$ cat config.mk
export PLATFORM = sky130hd
export DESIGN_NAME = grb_ctrl
export DESIGN_NICKNAME = d
export VERILOG_FILES = /design/src/rtl/grb_pkg.sv /design/src/rtl/grb_ctrl.sv
export SDC_FILE = /design/constraint.sdc
export NUM_CORES = 1
export LEC_CHECK = 0
export BUFFER_PORTS_ARGS = -buffer_cell sky130_fd_sc_hd__buf_2
export CAP_MARGIN = 40
export CORE_AREA = 10 10 47 49
export DETAILED_ROUTE_END_ITERATION = 8
export DIE_AREA = 0 0 57 59
export GPL_TIMING_DRIVEN = 0
export PLACE_DENSITY = 0.44
export SLEW_MARGIN = 20
export SYNTH_ARGS = -nofsm -noshare
export SYNTH_HDL_FRONTEND = slang
export SYNTH_SLANG_ARGS = --single-unit
$ cat constraint.sdc
create_clock -name clk -period 1.8 [get_ports clk]
set_clock_uncertainty 0.15 [all_clocks]
set_input_delay 0.36 -clock clk [delete_from_list [all_inputs] [get_ports clk]]
set_output_delay 0.36 -clock clk [all_outputs]
set_load 0.01 [all_outputs]
$ cat src/rtl/grb_pkg.sv
// Shared types and constants of the group reassembly buffer.
// Used by the controller, the datapath, the top level and the checker.
package grb_pkg;

  // Result status codes.
  localparam logic [1:0] ST_EMIT = 2'd0;
  localparam logic [1:0] ST_FULL = 2'd1;
  localparam logic [1:0] ST_BAD  = 2'd2;

  // Operations the controller asks the datapath to carry out.
  typedef enum logic [2:0] {
    OP_NONE,
    OP_DROP_BAD,
    OP_DROP_FULL,
    OP_SINGLE,
    OP_WRITE,
    OP_WRITE_DONE,
    OP_ALLOC
  } grb_op_t;

  typedef struct packed {
    logic    take;
    grb_op_t op;
    logic    emit;
  } grb_cmd_t;

  typedef struct packed {
    logic size_bad;
    logic hit;
    logic idx_bad_hit;
    logic rem_one;
    logic idx_bad_new;
    logic size_one;
    logic free_ok;
    logic out_free;
    logic emit_done;
  } grb_sts_t;

endpackage

$ cat src/rtl/grb_ctrl.sv
// Controller state machine of the reassembly buffer.
// Depends on grb_pkg for the command and status structs.
module grb_ctrl (
  input  logic               clk,
  input  logic               rst,
  input  logic               item_valid,
  output logic               item_ready,
  input  grb_pkg::grb_sts_t  sts,
  output grb_pkg::grb_cmd_t  cmd
);

  typedef enum logic [2:0] {
    S_IDLE   = 3'b001,
    S_LOOKUP = 3'b010,
    S_EMIT   = 3'b100
  } state_t;

  state_t           state;
  state_t           state_next;
  grb_pkg::grb_op_t dec_op;
  logic             needs_out;

  assign item_ready = (state == S_IDLE);

  // Decide what the latched request does, from the table lookup.
  always_comb begin
    if (sts.size_bad || (sts.hit && sts.idx_bad_hit) || (!sts.hit && sts.idx_bad_new)) begin
      dec_op = grb_pkg::OP_DROP_BAD;
    end else if (sts.hit) begin
      dec_op = sts.rem_one ? grb_pkg::OP_WRITE_DONE : grb_pkg::OP_WRITE;
    end else if (sts.size_one) begin
      dec_op = grb_pkg::OP_SINGLE;
    end else if (!sts.free_ok) begin
      dec_op = grb_pkg::OP_DROP_FULL;
    end else begin
      dec_op = grb_pkg::OP_ALLOC;
    end
    needs_out = (dec_op == grb_pkg::OP_DROP_BAD) || (dec_op == grb_pkg::OP_DROP_FULL) ||
                (dec_op == grb_pkg::OP_SINGLE);
  end

  always_comb begin
    state_next = state;
    cmd.take   = item_valid && item_ready;
    cmd.op     = grb_pkg::OP_NONE;
    cmd.emit   = (state == S_EMIT);
    case (state)
      S_IDLE: begin
        if (cmd.take) begin
          state_next = S_LOOKUP;
        end
      end
      S_LOOKUP: begin
        // A request that gives a single result waits for the output register.
        if (!needs_out || sts.out_free) begin
          cmd.op     = dec_op;
          state_next = (dec_op == grb_pkg::OP_WRITE_DONE) ? S_EMIT : S_IDLE;
        end
      end
      S_EMIT: begin
        if (sts.emit_done) begin
          state_next = S_IDLE;
        end
      end
      default: begin
        state_next = S_IDLE;
      end
    endcase
  end

  always_ff @(posedge clk) begin
    if (rst) begin
      state <= S_IDLE;
    end else begin
      state <= state_next;
    end
  end

endmodule

==> metrics.md, run 1 <==
| Metric | Value |
|---|---|
| # diodes | 0 |
| Pre-CTS WS | -0.126 ns |
| RSZ-0062 raised after global routing | true |
| P&R area growth vs syn | 86.1% |
| Commonest non-fill, non-tap cell in the layout | buf_2 |
| Core ar. | approximately 1400 µm² |
| Main combinational cell family by area after synthesis | simple AND/OR/NAND/NOR gates |
| HPWL Detailed | 732 µm |
| Die span in x | about 57 µm |
| Root buffer cell | clkbuf_4 |
| Placed Instances | 67 |
| Synth Area in Simple Gates | 0.455 |
| Vias/cell | ~4.5 |
| FP Rows | 14 |
| Slew @ Worst Pin | ~0.25 ns |
| I/O pin count | 18 |
| Register area | about 69 µm² |
| Clock sink total | 3 |
| Outcome | complete, but fails checks |
| First-pass GRT wire length | about 1.4 mm |
| HP Class | in2reg |
| CTS tree | built |
| Clk slew on worst S/H paths | roughly 0.040 ns |
| Nets | 73 |
| Syn Inst Count | 34 |
| Initial antenna violation count | 0 |
| Grt ovf | 0 |
| IO buf count | 17 |
| Hold Crit Start | rst |
| Worst Setup Path Type | reg2out |
| Mux cell area share after synthesis | 0 |
| Final setup viols | 1 |
| WHS Path Cells | 2 |
| Sequential-to-total area share from yosys stat | 0.238 |
| Chip height | 59 µm |
| Slew Viols, Final | 0 |
| Multi-input logic area | around 220 µm² |
| Reg with most FFs | state |
| Peak VDD IR | roughly 0.43 mV |
| Max cap viols | 0 |
| Layout cells sized above 1 | 0.583 |
| Mapped Nets | 46 |
| Post-synthesis register bit count | 3 |
| CTS Hold Buffers Added | 0 |
| Post-DRT Antenna Nets | 0 |
| Setup crit end kind | output pin |
| CP Data Required Time | 1.29 ns |
| R2R Path Start | state[2] |
| Die ar. | approximately 3400 µm² |
| Slew HR | 0.835 |
| Worst EP arrival | between 1.5 and 2 ns |
| Reg2Reg Depth | 5 |
| Power density over cell area | ~660 nW/µm² |
| DRT Pass-1 Iters | 3 |
| DR WL/cell | between 10 and 15 µm |
| Mean Syn Cell Area | 7.43 µm² |
| Leak | roughly 0.00022 µW |
| Fillcell total | 166 |
| CP startpoint kind | register |
| Period minus WS final | around 2.1 ns |
| Tot GR Track Use | 0.0517 |
| Most frequent cells in the layout | buf_2 (16), nor2_1 (6), buf_4 (5) |
| Max Fclk | between 0.4 and 0.5 GHz |
| Clock Latency Late Sink | roughly 0.23 ns |
| Post-synthesis xor/xnor area fraction | 0 |
| Number of flip-flops in the largest register | 3 |
| Failing checks | negative setup slack |
| Clock buffer count from CTS | 3 |
| Compound-gate portion of the synthesized area | 0.262 |
| Initial Utilization | 0.180 |
| Final cell count without fillers | 76 |
| Pin count of the biggest net entering global routing | 8 |
| Endpoints failing hold | 0 |
| Vias | 343 |
| Routability Congestion | just under 0.7 |
| Period utilization | 1.18 |
| Origin of the worst setup path | state[2] |
| Setup_tns | -0.328 ns |
| Top flop regs | state (3) |
| Largest fanout on the critical path | 3 |
| Drt total wl | 934 µm |
| Initial DRC count | 3 |
| Mapped Area | roughly 250 µm² |
| Worst setup margin | -0.328 ns |
| Htree depth | 1 |
| Residual DRC count | 0 |
| Number of global-route vias before repair | approximately 340 |
| Netlist cell types | 19 |
| Total number of yosys warnings | 0 |
| Maximum clock path buffer count | 2 |
| Adder-Cell Fraction of Synth Area | 0 |
## worst max-delay path: stages, from the launching register on
cell and delay, ns:
dfxtp_4 0.34, or3b_4 0.39, or4_4 0.42, a21oi_2 0.10, buf_2 0.14
## Yosys cell counts, drive strengths merged
| cell | count | area [µm²] |
|---|---|---|
| or3b | 1 | 8.76 |
| dfxtp | 3 | 60.1 |
| nor2 | 7 | 26.3 |
| nand4b | 1 | 8.76 |
| nand2 | 1 | 3.75 |
| nor2b | 1 | 6.26 |
| a21oi | 4 | 20.0 |
| nor4b | 1 | 8.76 |
| o221a | 1 | 11.3 |
| o211ai | 1 | 7.51 |
| inv | 3 | 11.3 |
| o211a | 1 | 10.0 |
| a221o | 1 | 10.0 |
| nor3b | 3 | 27.5 |
| nand3b | 1 | 7.51 |
| a211oi | 1 | 7.51 |
| nor3 | 2 | 10.0 |
| or4 | 1 | 7.51 |
## area by class of cell
class | instances | share of cell area
Clock buffer | 4 | 0.0559
Inverter | 3 | 0.0239
Multi-Input combinational cell | 28 | 0.457
Sequential cell | 3 | 0.146
Tap cell | 16 | 0.0426
Timing Repair Buffer | 22 | 0.274
## report_power, final
part	internal, µW	leakage (µW)	total [µW]	switching [µW]
sequential	75.6	0.0000259	88.1	12.5
clock	83.0	0.0000150	117	34.1
combinational	56.1	0.000180	106	49.7
total	215	0.000221	311	96.3
## metrics by stage
| step | hold WS [ns] | power, µW | area (µm²) | util |
|---|---|---|---|---|
| floorplan | 0.275 | 134 | 258 | - |
| global placement | 0.389 | 171 | 363 | 0.259 |
| detailed placement | 0.383 | 171 | 363 | 0.259 |
| CTS | 0.164 | 298 | 403 | 0.288 |
| global route | 0.166 | 337 | 470 | 0.336 |
| finish | 0.166 | 311 | 470 | 0.336 |
## repair_timing
| item | 4_1_cts | 5_1_grt |
|---|---|---|
| endpoints found under the setup margin | 3 | 3 |
| gates resized for setup | 5 | 6 |
| setup buffers | 0 | 6 |
| gates cloned | 0 | 0 |
| pin swaps | 0 | 3 |
## worst paths after layout
kind | endpoint | slack [ns]
setup / recovery | cmd[2] | -0.33
hold / removal | state[2] | 0.17
setup reg to reg | state[0] | 0.18
hold reg to reg | state[1] | 0.45
## metal layers
layer  vias to the layer above  track usage  wire length, µm
li1                        180            -                -
met1                       157       0.0519              425
met2                         6       0.0946              503
met3                         0       0.0258                5
met4                         0       0.0101                0
met5                         -            0                0
## logic make-up (layout without fill, tap and decap cells)
logic type | after synthesis | after routing
simple gates | 19 | 19
buf+inv | 3 | 29
flops | 3 | 3
compound gates | 9 | 9
Power figures use the tool's default switching activity.
==> inputs of run 2 (changes only) <==
--- a/config.mk
+++ b/config.mk
@@ -11,7 +11,8 @@
 export DETAILED_ROUTE_END_ITERATION = 8
 export DIE_AREA = 0 0 57 59
 export GPL_TIMING_DRIVEN = 0
-export PLACE_DENSITY = 0.44
+export HOLD_SLACK_MARGIN = 0.05
+export PLACE_DENSITY = 0.41
 export SLEW_MARGIN = 20
 export SYNTH_ARGS = -nofsm -noshare
 export SYNTH_HDL_FRONTEND = slang
==> run 2 against run 1 <==
  * The flow still finishes with violations (negative setup slack)
  * Flip-flop and latch count unchanged
  * Total power rose by 3.0%
  * Sequential share of layout area fell by 0.45 points
  * Critical path depth is the same
  * Critical path type unchanged
==> metrics.md, run 2 (synthesis results as in run 1) <==
| Metric | Value |
|---|---|
| Tot GR Track Use | 0.0536 (+0.00191) |
| Vias | 343 (unchanged) |
| Peak VDD IR | 0.328 mV (-24%) |
| Number of global-route vias before repair | 327 (-4.9%) |
| Clock power frac | 0.362 (-0.015) |
| Hold_ws | 0.159 ns (-0.00684 ns) |
| Worst Setup Path Type | reg2out |
| Vias/cell | 4.57 (+1.3%) |
| Worst setup endpoint | cmd[2] |
| Switching Fraction | 0.303 (-0.00658) |
| Initial DRC count | 4 (+1) |
| Internal | 223 µW (+3.9%) |
| Setup crit end kind | output pin |
| Pin count of the biggest net entering global routing | 8 (unchanged) |
| Non-Filler Cell Area, Final | 485 µm² (+3.2%) |
| Slew HR | 0.823 (-0.0115) |
| Worst setup margin | -0.337 ns (-0.00923 ns) |
| Dpl cell area | 363 µm² (unchanged) |
| Maximum clock path buffer count | 2 (unchanged) |
| Clock sink total | 3 (unchanged) |
| Core ar. | 1400 µm² (unchanged) |
| Clk slew on worst S/H paths | 0.04 ns (about the same) |
| Fillcell total | 165 (-0.60%) |
| Post-DRT Antenna Nets | 0 (unchanged) |
| CTS Hold Buffers Added | 0 (unchanged) |
| DRT Pass-1 Iters | 2 (-1) |
| Period utilization | 1.19 (+0.00513) |
| Reg with most FFs | state |
| Commonest non-fill, non-tap cell in the layout | buf_2 |
| Outcome | complete, but fails checks |
| Htree depth | 1 (unchanged) |
| R2R Path End | state[0] |
| Logic pwr share | 0.366 (+0.026) |
| Top flop regs | state (3) |
| Die span in x | 57 µm (unchanged) |
| Psw | 97.0 µW (+0.76%) |
| I/O pin count | 18 (unchanged) |
| CP startpoint kind | register |
| Residual DRC count | 0 (unchanged) |
| Nets | 72 (-1.4%) |
| IO buf count | 17 (unchanged) |
| Most frequent cells in the layout | buf_2 (14), nor2_1 (5), buf_4 (4) |
| Number of flip-flops in the largest register | 3 (unchanged) |
| Power density over cell area | 660 nW/µm² (-0.23%) |
| First-pass GRT wire length | 1.50 mm (+7.4%) |
| CTS tree | built |
| Largest fanout on the critical path | 5 (+2) |
| # diodes | 0 (unchanged) |
| Grt ovf | 0 (unchanged) |
| DR WL/cell | 12.6 µm (+2.4%) |
| HP Class | in2reg |
| Period minus WS final | 2.14 ns (+0.00923 ns) |
| Root buffer cell | clkbuf_4 |
| WHS Path Cells | 2 (unchanged) |
| Chip height | 59 µm (unchanged) |
| Slew @ Worst Pin | 0.264 ns (+0.0167 ns) |
| Max cap viols | 0 (unchanged) |
| RSZ-0062 raised after global routing | true |
| Drt total wl | 944 µm (+1.1%) |
| Clock Latency Late Sink | 0.23 ns (about the same) |
| Layout cells sized above 1 | 0.610 (+0.0268) |
| CP Data Required Time | 1.29 ns (about the same) |
| Slew Viols, Final | 0 (unchanged) |
| Sequential power share | 0.272 (-0.011) |
| Reg2Reg Setup Slack | 0.14 ns (-0.04 ns) |
| Initial Utilization | 0.180 (unchanged) |
| HPWL Detailed | 721 µm (-1.5%) |
| Routability Congestion | 0.714 (+3.0%) |
| R2R Path Start | state[0] |
| Final setup viols | 1 (unchanged) |
| P&R area growth vs syn | 92.1% |
| Clock buffer count from CTS | 3 (unchanged) |
| Worst EP arrival | 1.63 ns (about the same) |
| Initial antenna violation count | 0 (unchanged) |
| FP Rows | 14 (unchanged) |
| Failing checks | negative setup slack |
| Reg2Reg Depth | 6 (+1) |
| Die ar. | 3360 µm² (unchanged) |
| Endpoints failing hold | 0 (unchanged) |
| Origin of the worst setup path | state[0] |
| Setup_tns | -0.337 ns (-0.00923 ns) |
| Leak | 0.000221 µW (about the same) |
| Max Fclk | 0.468 GHz (-0.43%) |
-- run 2: routing by layer --
| layer | GRT usage | vias to the layer above | routed length (µm) |
|---|---|---|---|
| li1 | - | 178 | - |
| met1 | 0.0702 | 144 | 477 |
| met2 | 0.0698 | 19 | 366 |
| met3 | 0.0236 | 2 | 87 |
| met4 | 0.0302 | 0 | 14 |
| met5 | 0 | - | 0 |
-- run 2: area by class of cell --
| class | instances | area [µm²] | area share |
|---|---|---|---|
| Clock buffer | 4 | 26.3 | 0.0541 |
| Inverter | 3 | 11.3 | 0.0232 |
| Multi-Input combinational cell | 28 | 225 | 0.464 |
| Sequential cell | 3 | 68.8 | 0.142 |
| Tap cell | 16 | 20.0 | 0.0412 |
| Timing Repair Buffer | 21 | 134 | 0.276 |
-- run 2: power groups by stage --
stage,registers (µW),clock network [µW],logic [µW]
3_3_place_gp,89.4,0,83.1
4_1_cts,89.5,120,86.2
6_report,87.0,116,117
2_1_floorplan,85.5,0,48.4
5_1_grt,88.0,120,132
3_5_place_dp,89.1,0,81.8
-- run 2: metrics by stage --
step	cells	utilization	power [µW]	worst slack (ns)
6_report	75	0.346	320	-0.337
5_1_grt	75	0.346	340	-0.394
4_1_cts	71	0.294	296	-0.348
3_5_place_dp	67	0.259	171	-0.124
3_3_place_gp	67	0.259	173	-0.119
2_1_floorplan	34	-	134	0.00555
-- run 2: worst min path at each step --
stage | slack, ns | to | startpoint
2_1_floorplan | 0.28 | state[1] | rst
3_3_place_gp | 0.39 | state[1] | state[1]
3_5_place_dp | 0.38 | state[1] | state[1]
4_1_cts | 0.16 | state[1] | rst
5_1_grt | 0.17 | state[1] | rst
6_report | 0.16 | state[1] | rst
-- run 2: worst max-delay path: stages, from the launching register on --
cell and delay, ns:
dfxtp_4 0.35, or3b_4 0.39, or4_4 0.42, a21oi_2 0.10, buf_2 0.14
-- run 2: repair_timing --
action                     CTS  global route
setup endpoints to repair    3             3
pin swaps                    1             5
resized for setup            6            12
buffers inserted             0             4
==> inputs of run 3 (changes only) <==
--- a/config.mk
+++ b/config.mk
@@ -5,6 +5,7 @@
 export SDC_FILE = /design/constraint.sdc
 export NUM_CORES = 1
 export LEC_CHECK = 0
+export ABC_AREA = 1
 export BUFFER_PORTS_ARGS = -buffer_cell sky130_fd_sc_hd__buf_2
 export CAP_MARGIN = 40
 export CORE_AREA = 10 10 47 49
@@ -12,7 +13,7 @@
 export DIE_AREA = 0 0 57 59
 export GPL_TIMING_DRIVEN = 0
 export HOLD_SLACK_MARGIN = 0.05
-export PLACE_DENSITY = 0.41
+export PLACE_DENSITY = 0.42
 export SLEW_MARGIN = 20
 export SYNTH_ARGS = -nofsm -noshare
 export SYNTH_HDL_FRONTEND = slang
==> run 3 against run 2 <==
  * The run now ends clean
  * Flip-flop and latch count stayed put
  * Worst setup slack better by 0.42 ns
  * Die area stayed put
  * Synthesized area is 4.5% higher
  * Sequential power is 8.3% lower
  * Combinational power is 41% lower
  * Cell area is 14% lower
  * Synthesized cell count is 32% higher
  * Via count is 0.58% higher
  * Global-route usage is 0.53 points lower
  * Critical path depth is 1 higher
  * Clock-buffer cell count stayed put
==> metrics.md, run 3 <==
| Metric | Value |
|---|---|
| Outcome | finished, final reports clean |
| Period minus WS final | 1.72 ns (-0.420 ns) |
| Mean Syn Cell Area | 5.87 µm² (-21%) |
| IO buf count | 17 (unchanged) |
| Post-synth ARST share | 0 (unchanged) |
| Final cell count without fillers | 83 (+11%) |
| Worst setup margin | 0.0822 ns (+0.420 ns) |
| Post-synthesis register bit count | 3 (unchanged) |
| WP buf/inv | 2 (+1) |
| Internal | 185 µW (-17%) |
| Most frequent cells in the layout | buf_2 (17), inv_1 (11), nand2_1 (8), nor2_1 (4), a21oi_1 (4) |
| Core ar. | 1400 µm² (unchanged) |
| Power density over cell area | 641 nW/µm² (-2.8%) |
| Synth Area in Simple Gates | 0.488 (+0.0327) |
| Clock buffer count from CTS | 3 (unchanged) |
| Setup_tns | 0 ns (+0.337 ns) |
| Syn Inst Count | 45 (+32%) |
| Placed Instances | 78 (+16%) |
| Top delay family on crit path | flip-flops |
| Leak | 0.000230 µW (+4.2%) |
| Reg2Reg Depth | 6 (unchanged) |
| Die ar. | 3360 µm² (unchanged) |
| CP startpoint kind | register |
| WHS Path Cells | 2 (unchanged) |
| Clock power frac | 0.442 (+0.080) |
| # diodes | 0 (unchanged) |
| Vias | 345 (+0.58%) |
| Drt total wl | 821 µm (-13%) |
| Clock Latency Late Sink | 0.23 ns (about the same) |
| Vias/cell | 4.16 (-9.1%) |
| Worst Setup Path Type | reg2out |
| Logic pwr share | 0.258 (-0.108) |
| Sequential power share | 0.300 (+0.028) |
| Met3 WL | 72 µm (-17%) |
| Grt ovf | 0 (unchanged) |
| Worst EP arrival | 1.21 ns (-0.42 ns) |
| Switching Fraction | 0.307 (+0.00353) |
| Most frequent cell after synthesis | inv_1 |
| Clock sink total | 3 (unchanged) |
| Compound-gate portion of the synthesized area | 0.114 (-0.149) |
| Cell chain of the critical path | inv_2 -> nor3_4 -> o21ai_0 -> nor2_1 -> buf_2 |
| Main combinational cell family by area after synthesis | simple AND/OR/NAND/NOR gates |
| Adder-Cell Fraction of Synth Area | 0 (unchanged) |
| Worst path depth | 5 (+1) |
| Initial antenna violation count | 0 (unchanged) |
| Commonest non-fill, non-tap cell in the layout | buf_2 |
| Slew Viols, Final | 0 (unchanged) |
| Synth area leader | dfxtp_1 |
| DRT Pass-1 Iters | 4 (+2) |
| Nets | 80 (+11%) |
| Most frequent cells after synthesis | inv_1 (12), nand2_1 (8), a21oi_1 (4), nor2_1 (4) |
| Period utilization | 0.954 (-0.233) |
| Initial DRC count | 5 (+1) |
| CP Data Required Time | 1.29 ns (about the same) |
| HP Class | in2reg |
| Chip height | 59 µm (unchanged) |
| Post-synthesis xor/xnor area fraction | 0 (unchanged) |
| Tot GR Track Use | 0.0484 (-0.00525) |
| First-pass GRT wire length | 1.34 mm (-11%) |
| Highest Signal Layer | met3 |
| Htree depth | 1 (unchanged) |
| Max Fclk | 0.582 GHz (+24%) |
| Largest fanout on the critical path | 4 (-1) |
| Setup crit end kind | output pin |
| Routability Congestion | 0.695 (-2.7%) |
| Psw | 81.7 µW (-16%) |
| HPWL Detailed | 706 µm (-2.1%) |
| Mapped Area | 264 µm² (+4.5%) |
| Layout cells sized above 1 | 0.403 (-0.207) |
| Post-DRT Antenna Nets | 0 (unchanged) |
| Number of global-route vias before repair | 339 (+3.7%) |
| Post-synth EDFFs | 0 (unchanged) |
| DR WL/cell | 9.89 µm (-21%) |
| P&R area growth vs syn | 57.3% |
| FP Rows | 14 (unchanged) |
| I/O pin count | 18 (unchanged) |
| Register area | 60.1 µm² (-13%) |
| Initial Utilization | 0.188 (+0.00804) |
| Final setup viols | 0 (-1) |
| Mux cell area share after synthesis | 0 (unchanged) |
| Top area cells in the synthesized netlist | dfxtp_1 (23%), inv_1 (17%), nand2_1 (11%) |
| Fillcell total | 177 (+7.3%) |
| Number of flip-flops in the largest register | 3 (unchanged) |
| M1 WL | 394 µm (-17%) |
| Clk slew on worst S/H paths | 0.04 ns (about the same) |
| Slew @ Worst Pin | 0.296 ns (+0.0318 ns) |
| Slew HR | 0.803 (-0.0207) |
| Fin util | 0.296 (-0.0500) |
| Root buffer cell | clkbuf_4 |
| Maximum clock path buffer count | 2 (unchanged) |
| CP max stage cell | dfxtp_1 |
| Top flop regs | state (3) |
| Sequential-to-total area share from yosys stat | 0.227 (-0.0101) |
| Netlist cell types | 15 (-4) |
| Mapped Nets | 57 (+24%) |
| CTS tree | built |
| Pre-CTS WS | 0.0963 ns (+0.221 ns) |
| Top FF cell, synth | dfxtp_1 |
| Reg with most FFs | state |
| Peak VDD IR | 0.509 mV (+55%) |
| Met2 routed WL | 354 µm (-3.3%) |
| Post-synth top area share | 0.227 (-0.0101) |
| Max cap viols | 0 (unchanged) |
| Pin count of the biggest net entering global routing | 7 (-1) |
| RSZ-0062 raised after global routing | false |
| Crit-path max cell delay | 0.35 ns (-0.07 ns) |
| CTS Hold Buffers Added | 0 (unchanged) |
| Multi-input logic area | 171 µm² (-24%) |
| Total number of yosys warnings | 0 (unchanged) |
| Endpoints failing hold | 0 (unchanged) |
| Residual DRC count | 0 (unchanged) |
| Die span in x | 57 µm (unchanged) |
## run 3: path summary, 6_finish.rpt
kind	from	endpoint	slack, ns
max	state[1]	cmd[1]	0.08
min	rst	state[2]	0.17
max reg2reg	state[1]	state[0]	0.49
min reg2reg	state[2]	state[2]	0.46
## run 3: kinds of logic after synthesis
family          after synthesis
compound gates                6
buf+inv                      12
simple gates                 24
flops                         3
## run 3: area by class of cell
class | count | area share
Multi-Input combinational cell | 30 | 0.413
Timing Repair Buffer | 18 | 0.223
Tap cell | 16 | 0.0482
Clock buffer | 4 | 0.0633
Sequential cell | 3 | 0.145
Inverter | 12 | 0.108
## run 3: metrics by stage
| step | total power, µW | hold slack (ns) | area, µm² |
|---|---|---|---|
| 4_1_cts | 272 | 0.159 | 395 |
| 5_1_grt | 291 | 0.180 | 415 |
| 3_5_place_dp | 146 | 0.409 | 369 |
| 3_3_place_gp | 145 | 0.407 | 369 |
| 6_report | 266 | 0.172 | 415 |
| 2_1_floorplan | 118 | 0.279 | 264 |
## run 3: worst reg2reg max path, delay by kind of cell, from the launching register on
kind	cells	cell delay, ns
simple gates	4	0.46
flops	1	0.35
buf+inv	2	0.22
## run 3: metal layers
metal	GRT usage	vias up
li1	-	189
met1	0.0593	141
met2	0.0667	15
met3	0.0279	0
met4	0.0201	0
met5	0	-
## run 3: power by group through the flow
stage | Clock, µW | Combinational [µW] | Sequential [µW]
after floorplan | 0 | 40.3 | 77.7
after global placement | 0 | 65.7 | 79.3
after global routing | 131 | 78.9 | 81.0
after CTS | 126 | 67.0 | 78.4
after detailed placement | 0 | 66.7 | 79.5
final | 118 | 68.8 | 79.8
## run 3: timing repair
item / in CTS / in global routing
setup buffers: 0 / 1
gates resized for setup: 0 / 3
endpoints found under the setup margin: 0 / 3
